--- config.mk ---
export PLATFORM = sky130hd
export DESIGN_NAME = encoder_pid_motor_drive
export DESIGN_NICKNAME = d
export VERILOG_FILES = /design/src/rtl/epmd_pkg.sv /design/src/rtl/epmd_cfg.sv /design/src/rtl/epmd_mul.sv /design/src/rtl/epmd_div.sv /design/src/rtl/encoder_pid_motor_drive.sv
export SDC_FILE = /design/constraint.sdc
export NUM_CORES = 2
export LEC_CHECK = 0
export BUFFER_PORTS_ARGS = -buffer_cell sky130_fd_sc_hd__clkbuf_2
export CAP_MARGIN = 20
export CELL_PAD_IN_SITES_DETAIL_PLACEMENT = 1
export CELL_PAD_IN_SITES_GLOBAL_PLACEMENT = 2
export CORE_MARGIN = 8
export CORE_UTILIZATION = 36
export DETAILED_ROUTE_END_ITERATION = 10
export GPL_TIMING_DRIVEN = 0
export HOLD_SLACK_MARGIN = 0.15
export PLACE_DENSITY = 0.76
export SLEW_MARGIN = 20
export SYNTH_ARGS = -nofsm -noshare
export SYNTH_HDL_FRONTEND = slang
export SYNTH_SLANG_ARGS = --single-unit
--- constraint.sdc ---
create_clock -name i_clk -period 7 [get_ports i_clk]
set_input_delay 0.35 -clock i_clk [delete_from_list [all_inputs] [get_ports i_clk]]
set_output_delay 0.35 -clock i_clk [all_outputs]
set_load 0.005 [all_outputs]
--- src/rtl/epmd_pkg.sv ---
package epmd_pkg;

    localparam int RegCount = 8;
    localparam int AddrWidth = 5;

    // Reciprocal of 100 for the integral step: x/100 = (x * RecipHundred) >> RecipShift
    // for every error magnitude the controller can produce
    localparam logic [31:0] RecipHundred = 32'd10737419;
    localparam int RecipShift = 30;

    // Register indexes
    typedef enum logic [2:0] {
        REG_KP        = 3'd0,
        REG_KI        = 3'd1,
        REG_KD        = 3'd2,
        REG_ALPHA     = 3'd3,
        REG_RAMP      = 3'd4,
        REG_ILIMIT    = 3'd5,
        REG_PWM_TOP   = 3'd6,
        REG_INTERLOCK = 3'd7
    } t_reg_idx;

    typedef struct packed {
        logic [15:0] kp;
        logic [15:0] ki;
        logic [15:0] kd;
        logic [8:0]  alpha;
        logic [14:0] ramp;
        logic [15:0] ilimit;
        logic [15:0] pwm_top;
        logic [15:0] interlock;
    } t_cfg;

    // Serial multiplier request: multiplicand, multiplier (both non-negative)
    typedef struct packed {
        logic        start;
        logic [47:0] mcand;
        logic [31:0] mplier;
    } t_mul_req;

    typedef struct packed {
        logic        done;
        logic [79:0] prod;
    } t_mul_rsp;

endpackage

--- src/rtl/epmd_cfg.sv ---
module epmd_cfg (
    input  logic                             i_clk,
    input  logic                             i_rst_n,
    input  logic                             psel,
    input  logic                             penable,
    input  logic                             pwrite,
    input  logic [epmd_pkg::AddrWidth-1:0]   paddr,
    input  logic [31:0]                      pwdata,
    output logic [31:0]                      prdata,
    output logic                             pready,
    output epmd_pkg::t_cfg                   o_cfg
);
    import epmd_pkg::*;

    t_cfg r_cfg;
    t_reg_idx w_idx;

    assign w_idx  = t_reg_idx'(paddr[AddrWidth-1:2]);
    assign pready = 1'b1;
    assign o_cfg  = r_cfg;

    // Write registers on the access cycle
    always_ff @(posedge i_clk) begin
        if (!i_rst_n) begin
            r_cfg.kp        <= 16'd1664;
            r_cfg.ki        <= 16'd768;
            r_cfg.kd        <= 16'd1024;
            r_cfg.alpha     <= 9'd77;
            r_cfg.ramp      <= 15'd512;
            r_cfg.ilimit    <= 16'd51200;
            r_cfg.pwm_top   <= 16'd3999;
            r_cfg.interlock <= 16'd10;
        end else if (psel && penable && pwrite) begin
            unique case (w_idx)
                REG_KP:        r_cfg.kp        <= pwdata[15:0];
                REG_KI:        r_cfg.ki        <= pwdata[15:0];
                REG_KD:        r_cfg.kd        <= pwdata[15:0];
                REG_ALPHA:     r_cfg.alpha     <= pwdata[8:0];
                REG_RAMP:      r_cfg.ramp      <= pwdata[14:0];
                REG_ILIMIT:    r_cfg.ilimit    <= pwdata[15:0];
                REG_PWM_TOP:   r_cfg.pwm_top   <= pwdata[15:0];
                REG_INTERLOCK: r_cfg.interlock <= pwdata[15:0];
                default: ;
            endcase
        end
    end

    // Read back
    always_comb begin
        prdata = '0;
        unique case (w_idx)
            REG_KP:        prdata = {16'd0, r_cfg.kp};
            REG_KI:        prdata = {16'd0, r_cfg.ki};
            REG_KD:        prdata = {16'd0, r_cfg.kd};
            REG_ALPHA:     prdata = {23'd0, r_cfg.alpha};
            REG_RAMP:      prdata = {17'd0, r_cfg.ramp};
            REG_ILIMIT:    prdata = {16'd0, r_cfg.ilimit};
            REG_PWM_TOP:   prdata = {16'd0, r_cfg.pwm_top};
            REG_INTERLOCK: prdata = {16'd0, r_cfg.interlock};
            default:       prdata = '0;
        endcase
    end

endmodule

--- src/rtl/epmd_mul.sv ---
// Shift-and-add multiplier, one multiplier bit per cycle.
module epmd_mul (
    input  logic                i_clk,
    input  logic                i_rst_n,
    input  epmd_pkg::t_mul_req  i_req,
    output epmd_pkg::t_mul_rsp  o_rsp
);
    import epmd_pkg::*;

    logic [79:0] r_acc, n_acc;
    logic [79:0] r_mc, n_mc;
    logic [31:0] r_mp, n_mp;
    logic        r_busy, n_busy;
    logic        r_done, n_done;

    assign o_rsp.done = r_done;
    assign o_rsp.prod = r_acc;

    // Add the shifted multiplicand for each set bit, then advance
    always_comb begin
        n_acc  = r_acc;
        n_mc   = r_mc;
        n_mp   = r_mp;
        n_busy = r_busy;
        n_done = 1'b0;
        if (i_req.start) begin
            n_acc  = '0;
            n_mc   = {32'd0, i_req.mcand};
            n_mp   = i_req.mplier;
            n_busy = 1'b1;
        end else if (r_busy) begin
            if (r_mp[0])
                n_acc = r_acc + r_mc;
            n_mc = {r_mc[78:0], 1'b0};
            n_mp = {1'b0, r_mp[31:1]};
            if (r_mp[31:1] == '0) begin
                n_busy = 1'b0;
                n_done = 1'b1;
            end
        end
    end

    always_ff @(posedge i_clk) begin
        if (!i_rst_n) begin
            r_busy <= 1'b0;
            r_done <= 1'b0;
        end else begin
            r_busy <= n_busy;
            r_done <= n_done;
        end
        r_acc <= n_acc;
        r_mc  <= n_mc;
        r_mp  <= n_mp;
    end

endmodule

--- src/rtl/epmd_div.sv ---
// Restoring divider, one quotient bit per cycle (non-negative operands).
module epmd_div (
    input  logic        i_clk,
    input  logic        i_rst_n,
    input  logic        i_start,
    input  logic [63:0] i_num,
    input  logic [31:0] i_den,
    output logic        o_done,
    output logic [63:0] o_quo
);
    logic [63:0] r_q, n_q;
    logic [32:0] r_rem, n_rem;
    logic [31:0] r_den;
    logic [6:0]  r_cnt, n_cnt;
    logic        r_busy, n_busy, r_done, n_done;
    logic [32:0] w_try;

    assign o_done = r_done;
    assign o_quo  = r_q;
    assign w_try  = {r_rem[31:0], r_q[63]} - {1'b0, r_den};

    // Shift in one numerator bit, subtract where it fits
    always_comb begin
        n_q    = r_q;
        n_rem  = r_rem;
        n_cnt  = r_cnt;
        n_busy = r_busy;
        n_done = 1'b0;
        if (i_start) begin
            n_q    = i_num;
            n_rem  = '0;
            n_cnt  = 7'd64;
            n_busy = 1'b1;
        end else if (r_busy) begin
            if (!w_try[32]) begin
                n_rem = w_try;
                n_q   = {r_q[62:0], 1'b1};
            end else begin
                n_rem = {r_rem[31:0], r_q[63]};
                n_q   = {r_q[62:0], 1'b0};
            end
            n_cnt = r_cnt - 7'd1;
            if (r_cnt == 7'd1) begin
                n_busy = 1'b0;
                n_done = 1'b1;
            end
        end
    end

    always_ff @(posedge i_clk) begin
        if (!i_rst_n) begin
            r_busy <= 1'b0;
            r_done <= 1'b0;
            r_cnt  <= '0;
        end else begin
            r_busy <= n_busy;
            r_done <= n_done;
            r_cnt  <= n_cnt;
        end
        r_q   <= n_q;
        r_rem <= n_rem;
        if (i_start)
            r_den <= i_den;
    end

endmodule

--- src/rtl/encoder_pid_motor_drive.sv ---
// Each request is worked through by the serial multiplier (one multiplier bit per
// cycle, seven products, the longest 24 bits for the divide by 100) and the
// 64-step divider for the PWM scaling. A request is taken only in the idle
// state; the next request is taken while the result waits in the output register.
// Reset is synchronous, active low, and restores register defaults and clears the
// sequencer, filter, target, integral, last error, interlock levels and valid.
module encoder_pid_motor_drive (
    input  logic                            i_clk,
    input  logic                            i_rst_n,
    input  logic                            i_valid,
    output logic                            o_ready,
    input  logic [15:0]                     i_encoder_count,
    input  logic signed [15:0]              i_desired_speed,
    input  logic                            i_command_stale,
    output logic                            o_valid,
    input  logic                            i_ready,
    output logic [15:0]                     o_forward_pwm,
    output logic [15:0]                     o_reverse_pwm,
    output logic signed [15:0]              o_measured_speed,
    input  logic                            psel,
    input  logic                            penable,
    input  logic                            pwrite,
    input  logic [epmd_pkg::AddrWidth-1:0]  paddr,
    input  logic [31:0]                     pwdata,
    output logic [31:0]                     prdata,
    output logic                            pready
);
    import epmd_pkg::*;

    typedef enum logic [10:0] {
        S_IDLE  = 11'b00000000001,
        S_FILT1 = 11'b00000000010,
        S_FILT2 = 11'b00000000100,
        S_ERR   = 11'b00000001000,
        S_IDIV  = 11'b00000010000,
        S_KP    = 11'b00000100000,
        S_KI    = 11'b00001000000,
        S_KD    = 11'b00010000000,
        S_SCALE = 11'b00100000000,
        S_DIV   = 11'b01000000000,
        S_OUT   = 11'b10000000000
    } t_state;

    t_cfg     w_cfg;
    t_mul_req w_mreq;
    t_mul_rsp w_mrsp;
    t_state   r_st;

    logic [15:0]        r_prev_cnt;
    logic signed [24:0] r_filt;
    logic signed [16:0] r_tgt;
    logic signed [17:0] r_isum;
    logic signed [24:0] r_perr;
    logic [15:0]        r_fwd_lvl, r_rev_lvl;
    logic signed [16:0] r_des;
    logic signed [24:0] r_e;
    logic signed [63:0] r_s;
    logic [8:0]         r_alpha;
    logic               r_ovalid;
    logic [15:0]        r_ofwd, r_orev;
    logic signed [15:0] r_oms;

    logic        w_div_start, w_div_done;
    logic [63:0] w_div_num, w_div_quo;

    epmd_cfg u_cfg (
        .i_clk, .i_rst_n, .psel, .penable, .pwrite, .paddr, .pwdata,
        .prdata, .pready, .o_cfg(w_cfg)
    );

    epmd_mul u_mul (.i_clk, .i_rst_n, .i_req(w_mreq), .o_rsp(w_mrsp));

    epmd_div u_div (
        .i_clk, .i_rst_n, .i_start(w_div_start), .i_num(w_div_num),
        .i_den(32'd6553600), .o_done(w_div_done), .o_quo(w_div_quo)
    );

    // Signed product from the unsigned serial unit
    logic               r_neg;
    logic signed [63:0] w_sprod;
    assign w_sprod = r_neg ? -$signed(w_mrsp.prod[63:0]) : $signed(w_mrsp.prod[63:0]);

    function automatic logic [47:0] mag48(input logic signed [47:0] v);
        return v[47] ? 48'(-v) : 48'(v);
    endfunction

    // Combinational helpers
    logic signed [17:0] w_raw;
    logic signed [16:0] w_tgt_next;
    logic signed [24:0] w_m;
    logic signed [24:0] w_e;
    logic [24:0]        w_equo;
    logic signed [24:0] w_ediv;
    logic signed [18:0] w_isum;
    logic signed [17:0] w_isum_c;
    logic signed [33:0] w_fsum;
    logic signed [24:0] w_fnew;
    logic signed [17:0] w_up, w_dn;
    logic [15:0]        w_lvl, w_fwd, w_rev;
    logic               w_out_load;

    always_comb begin
        w_raw = 18'(i_encoder_count) - 18'(r_prev_cnt);
        if (w_raw > 18'sd32768)
            w_raw = w_raw - 18'sd65536;
        else if (w_raw < -18'sd32768)
            w_raw = w_raw + 18'sd65536;
    end

    // Filter sum: r_s plus the product gives alpha*raw*256 + (256-alpha)*filt; divide /256
    assign w_fsum = 34'(r_s) + 34'(w_sprod);
    assign w_fnew = 25'((w_fsum + (w_fsum < 0 ? 34'sd255 : 34'sd0)) >>> 8);
    assign w_m    = (r_filt + (r_filt < 0 ? 25'sd255 : 25'sd0)) >>> 8;

    always_comb begin
        w_up = 18'(r_tgt) + 18'(w_cfg.ramp);
        w_dn = 18'(r_tgt) - 18'(w_cfg.ramp);
        w_tgt_next = r_tgt;
        if (r_tgt < r_des)
            w_tgt_next = (w_up > 18'(r_des)) ? r_des : 17'(w_up);
        else if (r_tgt > r_des)
            w_tgt_next = (w_dn < 18'(r_des)) ? r_des : 17'(w_dn);
    end

    // Error, and the integral step with e/100 taken from the reciprocal product
    assign w_e    = 25'(r_tgt < 0 ? -r_tgt : r_tgt)
                  - ((w_m < 0 ? -w_m : w_m) <<< 8);
    assign w_equo = w_mrsp.prod[RecipShift +: 25];
    assign w_ediv = r_e[24] ? -$signed(w_equo) : $signed(w_equo);
    always_comb begin
        w_isum = 19'(r_isum) + 19'(w_ediv);
        if (w_isum > $signed({3'd0, w_cfg.ilimit}))
            w_isum_c = 18'($signed({2'd0, w_cfg.ilimit}));
        else if (w_isum < -$signed({3'd0, w_cfg.ilimit}))
            w_isum_c = -18'($signed({2'd0, w_cfg.ilimit}));
        else
            w_isum_c = 18'(w_isum);
    end

    assign w_lvl = (w_div_quo > 64'(w_cfg.pwm_top)) ? w_cfg.pwm_top : w_div_quo[15:0];
    always_comb begin
        w_fwd = (r_tgt > 0) ? w_lvl : 16'd0;
        w_rev = (r_tgt < 0) ? w_lvl : 16'd0;
        if (r_s <= 0) begin
            w_fwd = '0;
            w_rev = '0;
        end
        if (r_fwd_lvl > w_cfg.interlock && w_rev != 0)
            w_rev = '0;
        if (r_rev_lvl > w_cfg.interlock && w_fwd != 0)
            w_fwd = '0;
    end

    assign w_div_start = (r_st == S_SCALE) && w_mrsp.done;
    assign w_div_num   = w_mrsp.prod[63:0];
    assign w_out_load  = (r_st == S_OUT) && (!r_ovalid || i_ready);
    assign o_ready = (r_st == S_IDLE);
    assign o_valid = r_ovalid;
    assign o_forward_pwm = r_ofwd;
    assign o_reverse_pwm = r_orev;
    assign o_measured_speed = r_oms;

    // Multiplier launches
    always_comb begin
        w_mreq = '0;
        unique case (r_st)
            S_IDLE:  begin
                w_mreq.start  = i_valid && o_ready;
                w_mreq.mcand  = mag48(48'(w_raw) <<< 8);
                w_mreq.mplier = 32'(w_cfg.alpha > 9'd256 ? 9'd256 : w_cfg.alpha);
            end
            S_FILT1: begin
                w_mreq.start  = w_mrsp.done;
                w_mreq.mcand  = mag48(48'(r_filt));
                w_mreq.mplier = 32'(10'd256 - 10'(r_alpha));
            end
            S_ERR:   begin
                w_mreq.start  = r_tgt != 0;
                w_mreq.mcand  = mag48(48'(w_e));
                w_mreq.mplier = RecipHundred;
            end
            S_IDIV:  begin
                w_mreq.start  = w_mrsp.done;
                w_mreq.mcand  = mag48(48'(r_e));
                w_mreq.mplier = 32'(w_cfg.kp);
            end
            S_KP:    begin
                w_mreq.start  = w_mrsp.done;
                w_mreq.mcand  = mag48(48'(r_isum));
                w_mreq.mplier = 32'(w_cfg.ki);
            end
            S_KI:    begin
                w_mreq.start  = w_mrsp.done;
                w_mreq.mcand  = mag48(48'(r_e) - 48'(r_perr));
                w_mreq.mplier = 32'(w_cfg.kd);
            end
            S_KD:    begin
                w_mreq.start  = w_mrsp.done && (r_s + w_sprod > 0);
                w_mreq.mcand  = 48'(r_s + w_sprod);
                w_mreq.mplier = 32'(w_cfg.pwm_top);
            end
            default: w_mreq = '0;
        endcase
    end

    // Sequencer
    always_ff @(posedge i_clk) begin
        if (!i_rst_n) begin
            r_st <= S_IDLE;
            r_prev_cnt <= '0; r_filt <= '0; r_tgt <= '0; r_isum <= '0;
            r_perr <= '0; r_fwd_lvl <= '0; r_rev_lvl <= '0;
            r_ovalid <= 1'b0;
        end else begin
            // Hold the result until taken; load the next one once the slot frees
            if (w_out_load)
                r_ovalid <= 1'b1;
            else if (i_ready)
                r_ovalid <= 1'b0;
            unique case (r_st)
                S_IDLE: if (i_valid && o_ready) begin
                    r_prev_cnt <= i_encoder_count;
                    r_des <= i_command_stale ? 17'sd0 : 17'(i_desired_speed);
                    r_alpha <= w_cfg.alpha > 9'd256 ? 9'd256 : w_cfg.alpha;
                    r_neg <= w_raw[17];
                    r_st <= S_FILT1;
                end
                S_FILT1: if (w_mrsp.done) begin
                    r_s <= w_sprod;
                    r_neg <= r_filt[24];
                    r_st <= S_FILT2;
                end
                S_FILT2: if (w_mrsp.done) begin
                    r_filt <= w_fnew;
                    r_tgt <= w_tgt_next;
                    r_st <= S_ERR;
                end
                S_ERR: begin
                    r_e <= w_e;
                    r_neg <= w_e[24];
                    r_s <= '0;
                    if (r_tgt == 0) begin
                        r_isum <= '0; r_perr <= '0;
                        r_st <= S_OUT;
                    end else begin
                        r_st <= S_IDIV;
                    end
                end
                S_IDIV: if (w_mrsp.done) begin
                    r_isum <= w_isum_c;
                    r_st <= S_KP;
                end
                S_KP: if (w_mrsp.done) begin
                    r_s <= r_s + w_sprod;
                    r_neg <= r_isum[17];
                    r_st <= S_KI;
                end
                S_KI: if (w_mrsp.done) begin
                    r_s <= r_s + w_sprod;
                    r_neg <= (r_e - r_perr) < 0;
                    r_st <= S_KD;
                end
                S_KD: if (w_mrsp.done) begin
                    r_s <= r_s + w_sprod;
                    r_perr <= r_e;
                    r_neg <= 1'b0;
                    r_st <= (r_s + w_sprod > 0) ? S_SCALE : S_OUT;
                end
                S_SCALE: if (w_mrsp.done) r_st <= S_DIV;
                S_DIV:   if (w_div_done) r_st <= S_OUT;
                S_OUT: if (w_out_load) begin
                    r_fwd_lvl <= w_fwd;
                    r_rev_lvl <= w_rev;
                    r_ofwd <= w_fwd;
                    r_orev <= w_rev;
                    r_oms <= (w_m > 25'sd32767) ? 16'sd32767 : 16'(w_m);
                    r_st <= S_IDLE;
                end
                default: r_st <= S_IDLE;
            endcase
        end
    end

endmodule

* Word level (Yosys, flattened, before mapping)
Cells that the tools add are included.
** Storage, ports and cells
- Bits in registers :: 727
- Word-level logic and storage cells :: 248
** Cells by class
- $add $sub $neg :: 29
- Magnitude comparators :: 21
- Equal/unequal tests :: 31
- Muxes and demuxes :: 78
- Bitwise logic cells :: 3
- Reduce and logical (&&, ||, !) cells :: 49
** Operators by type and width (number)
- $pmux W81 S7 :: 1
- $mux W48 :: 8
- $mux W64 :: 5
- $pmux W32 S8 :: 1
- $pmux W64 S3 :: 1
- $neg A25 Y48 :: 3
- $mux W11 :: 12
- $pmux W11 S11 :: 1
- $mux W16 :: 7
- $mux W18 :: 6
- $mux W32 :: 3
- $neg A26 Y48 :: 2
- $mux W17 :: 5
- $add A80 B80 Y80 :: 1
- $mux W25 :: 3
- $add A64 B64 Y64 :: 1
- $gt A64 B1 Y1 const B :: 1
- $gt A64 B16 Y1 :: 1
- $le A64 B1 Y1 const B :: 1
- $neg A64 Y64 :: 1
- $sub A25 B25 Y26 :: 2
- $pmux W25 S2 :: 1
- $neg A18 Y48 :: 1
- $pmux W18 S2 :: 1
- other kinds (76) :: 142

* Longest topological paths before layout
- Word-level depth :: 10
- Depth in mapped cells :: 33

* By module
A second synthesis with hierarchy kept.
** Second synthesis, totals
- Cell total of the unflattened synthesis :: 6871
- Area total of the unflattened synthesis :: 58177.0 µm²
** Modules (own cells, without submodules)
- encoder_pid_motor_drive :: times used 1, cells each 4103, area each 32302.2 µm², sequential area each 7797.5 µm²
- epmd_mul :: times used 1, cells each 1371, area each 12330.6 µm², sequential area each 4684.5 µm²
- epmd_div :: times used 1, cells each 688, area each 7712.4 µm², sequential area each 3703.6 µm²
- epmd_cfg :: times used 1, cells each 709, area each 5831.8 µm², sequential area each 2402.3 µm²

* Worst setup path before layout
OpenSTA, ideal clock, no wires.
- Path kind :: register to register
- From :: register u_mul.r_acc[2]
- To :: register u_mul.r_mc[0], enable pin
- Library setup time :: 445 ps
- Arrival time :: 6959 ps
- Data required time :: 6555 ps
- Slack :: -404 ps
- Cell stages (with the launch flop) :: 27
- Buffers on the path :: 4
- Cells stage by stage :: dfxtp_1 or3_1 or3b_2 nand2b_1 nand2b_1 nand2b_1 nand2b_1 or2_2 clkbuf_1 o21ai_0 xnor2_1 ha_1 clkbuf_1 nand4_1 or4_1 nor4_1 nor3_1 or3_1 nand3_1 nand3_1 nor4_1 nand4_1 or4_1 a41o_1 buf_2 buf_2 or2_2
** Between the ends
- Longest elaborated chain between the ends :: 7
** Ends and longest elaborated chain
- start, declared :: RTL line epmd_mul.sv:10 : logic [79:0] r_acc, n_acc;
- start signal, assigned :: RTL line epmd_mul.sv:51 : r_acc <= n_acc;
- $neg A64 Y64 :: RTL line encoder_pid_motor_drive.sv:81 : assign w_sprod = r_neg ? -$signed(w_mrsp.prod[63:0]) : $signed(w_mrsp.prod[63:0]);
- $mux W64 (*) :: RTL line encoder_pid_motor_drive.sv:81
- $add A64 B64 Y64 (*) :: RTL line encoder_pid_motor_drive.sv:198 : w_mreq.start = w_mrsp.done && (r_s + w_sprod > 0);
- $gt A64 B1 Y1 (*) :: RTL line encoder_pid_motor_drive.sv:198
- $logic_and A1 B1 Y1 (*) :: RTL line encoder_pid_motor_drive.sv:198
- $pmux W81 S7 (*) :: RTL line encoder_pid_motor_drive.sv:166 : unique case (r_st)
- $reduce_bool A2 Y1 (no line) (*)
- end signal, assigned :: RTL line epmd_mul.sv:52 : r_mc <= n_mc;
- end, declared :: RTL line epmd_mul.sv:11 : logic [79:0] r_mc, n_mc;
Every way passes the cells marked *; elsewhere a longest branch is shown, timed or not.
A chain may end at the register's enable or synchronous reset.

* Final worst setup path
- From :: register u_mul.r_acc[32]
- To :: register u_mul.r_mp[3], enable pin
** Between the ends
- Longest elaborated chain between the ends :: 7
** Ends and longest elaborated chain
- $neg A64 Y64 :: RTL line encoder_pid_motor_drive.sv:81
- $mux W64 (*) :: RTL line encoder_pid_motor_drive.sv:81
- $add A64 B64 Y64 (*) :: RTL line encoder_pid_motor_drive.sv:198
- $gt A64 B1 Y1 (*) :: RTL line encoder_pid_motor_drive.sv:198
- $logic_and A1 B1 Y1 (*) :: RTL line encoder_pid_motor_drive.sv:198
- $pmux W81 S7 (*) :: RTL line encoder_pid_motor_drive.sv:166
- $reduce_bool A2 Y1 (no line) (*)
- end signal, assigned :: RTL line epmd_mul.sv:53 : r_mp <= n_mp;
- end, declared :: RTL line epmd_mul.sv:12 : logic [31:0] r_mp, n_mp;
Marks and branches as above.

==> qor.csv <==
metric,value,unit
peakVddDrop,0.0003098,V
final_layout_size_suffix_gt1_share,14.84,%
cpMaxStageDelayCell,or4_4,
syn-instance-count,6373,
fmax,139.6,MHz
combPwrFrac,55.7,%
nets,7272,
synth_flop_cell,dfxtp_1,
power_leakage,25.00,nW
hold_path_class,input port to register,
synth_edf_count,307,
cts_tree,built,
totalWireLength,234100,µm
power_density,343.6,mW/mm²
intPower,11.83,mW
crit_type,register to register,
yosysSeqAreaShare,32.54,%
vias,51660,
post-synth-top-count-cell,nand2_1,
grt_pass1_vias,52080,
drtIter0Drc,4255,
slew_headroom,23.62,%
skew,50.90,ps
seq_power_share,22.5,%
drc,0,
fin_setup_tns,-14190,ps
cpPeakStageDelay,560,ps
stdcell_count,8773,
r2r-end,u_mul.r_mp[3],
placed_area,0.05571,mm²
start_kind,register,
clock_latency,730,ps
p_sw,9.987,mW
die_area,0.1575,mm²
min_to,u_cfg.o_cfg[76],
tightest_slew,1146,ps
num_rows,139,
reg2reg_slack,-160,ps
crit_top_cell,or3_4,
synth_top_area_cell,edfxtp_1,
cts_inserted_buffers,87,
clock_sinks,695,
port_buffers,114,
antenna_found_initial,5,
switching_share,45.77,%
min_period,7163,ps
dp_slack,-2917,ps
htreeDepth,3,
layout_setup_ws,-162.5,ps
worst-path-buf-inv,7,
syn_to_final_growth,21.63,%
initial_core_util,36.30,%
avgSynthCellArea,8.192,µm²
die_h,396.8,µm
final_hold_viol_count,0,
dr.pass1.iters,6,
synth_area_leaders,"edfxtp_1 18%, dfxtp_1 15%, ha_1 9.4%, nand2_1 6.7%, xnor2_1 5.4%",
fin_total_pwr,21.82,mW
die_w,396.8,µm
hold_path_depth,4,
synth_commonest_cells,"926 x nand2_1, 555 x a21oi_1, 531 x nor2_1, 394 x ha_1, 389 x o21ai_0",
core_area,0.1438,mm²
rsz0062_at_grt,true,
grt_overflow_total,0,
wl_per_cell,26.68,µm
path_delay_family,simple AND/OR/NAND/NOR gates,
grt_first_pass_wirelength,342700,µm
maxCapViolCount,0,
hpwl,180200,µm
p_clk_share,21.8,%
yosysUniqueCellTypes,102,
worstPathRequired,7470,ps
via_per_inst,5.888,
place_inst,8434,
outcome,"finished, violations left",
worst_r2r_path_depth,27,
grt_usage,28.35,%
slew_violations,0,
ys_ff_latch,695,
finish.utilization,44.15,%
async_reset_ff_share,0,%
grt_start_max_net_pins,54,
place_congestion,0.9570,
yosysWarnings,0,
cts_root_buf,clkbuf_16,
r2r_start,u_mul.r_acc[32],
synth_top_area_share,17.66,%
fin_area,0.06350,mm²
clk_pin_slew,60,ps
hp-start,paddr[4],
violations,negative setup slack,
syn-cell-area,0.05221,mm²
crit_arrival,7630,ps
clockBufferDepth,3,
fin_crit_sh,102.3,%
io_pins,160,
cp_max_fo,12,
drt.antenna.violating_nets,0,
setup_viol_count_final,156,
worstSetupEndpointType,register,
hold-worst-slack,212.9,ps
==> logic make-up (layout without fill, tap and decap cells) <==
group	after synthesis	after routing	synth area share, %
xor+xnor	483	483	8.117
buf+inv	606	1074	4.616
fa+ha+maj	402	402	9.749
other cells	2	28	0.01438
flops	695	695	32.54
compound gates	1707	1707	20.65
simple gates	2309	2312	20.64
mux	169	169	3.676
==> flip-flops by register name (all words and copies together), names as in the netlist, 11 cells and up <==
register,cells
r_prev_cnt,16
o_forward_pwm,16
u_mul.r_mc,64
r_filt,25
r_isum,18
u_div.r_rem,32
u_mul.r_acc,64
r_s,64
r_e,25
o_reverse_pwm,16
r_st,11
r_fwd_lvl,16
r_perr,25
u_div.o_quo,64
r_des,16
u_mul.r_mp,32
u_cfg.o_cfg,120
r_tgt,17
r_rev_lvl,16
o_measured_speed,16
==> worst min-delay path: stages <==
cell      delay [ps]
clkbuf_2         180
nor3_1           190
nand2_1          110
a21oi_1           60
==> layout make-up <==
class / count / area, µm²
flip-flops and latches: 695 / 17040
well taps: 1903 / 2381
clock inverters: 41 / 518.0
inverters: 257 / 975.9
repair buffers: 350 / 2938
multi-input cells: 5097 / 35700
clock buffers: 121 / 2467
plain buffers: 305 / 1478
diodes: 4 / 10.01
fillers: 16860 / 80330
==> cell usage in the layout (no fill, tap or decap), types with 237 or more instances in the layout <==
cell type / netlist / layout
edfxtp_1: 307 / 307
inv_1: 255 / 252
nor2_1: 531 / 506
ha_1: 394 / 354
clkbuf_1: 284 / 237
nand2_1: 926 / 915
dfxtp_1: 388 / 369
xnor2_1: 324 / 280
o21ai_0: 389 / 351
a21oi_1: 555 / 517
==> metal layers <==
metal	vias to the layer above	track usage [%]	part of all wire (%)
met5	-	0	0.0030
met4	2	9.570	3.8
met3	366	3.685	5.4
met2	1568	46.03	45
met1	25850	38.85	46
li1	23870	-	-
==> power groups by stage <==
stage               clock, mW  sequential [mW]  combinational, mW
detailed placement          0             4.96               9.28
floorplan                   0             4.78               5.97
finish                   4.76             4.91               12.1
global route             4.98             4.92               12.8
CTS                      4.84             4.88               11.0
global placement            0             4.96               9.06
==> how the worst max path moves through the flow <==
stage                     end       startpoint  cells after the start  slack, ps
6_report        u_mul.r_mp[3]  u_mul.r_acc[32]                     27       -160
5_1_grt         u_mul.r_mp[1]  u_mul.r_acc[30]                     31       -320
3_5_place_dp   u_mul.r_mc[20]   u_mul.r_acc[0]                     27      -2920
4_1_cts         u_mul.r_mp[1]   u_mul.r_acc[3]                     27       -210
2_1_floorplan   u_mul.r_mc[0]   u_mul.r_acc[2]                     28         30
3_3_place_gp     r_rev_lvl[8]          r_st[4]                     11      -4220
==> what timing repair did <==
item | 4_1_cts | 5_1_grt
setup buffers | 104 | 49
gates cloned | 18 | 0
hold endpoints to repair | 143 | 0
pin swaps | 86 | 71
resized for setup | 437 | 253
setup endpoints to repair | 295 | 277
hold buffers | 55 | 0
No activity file was read; power rests on OpenSTA's default activity.
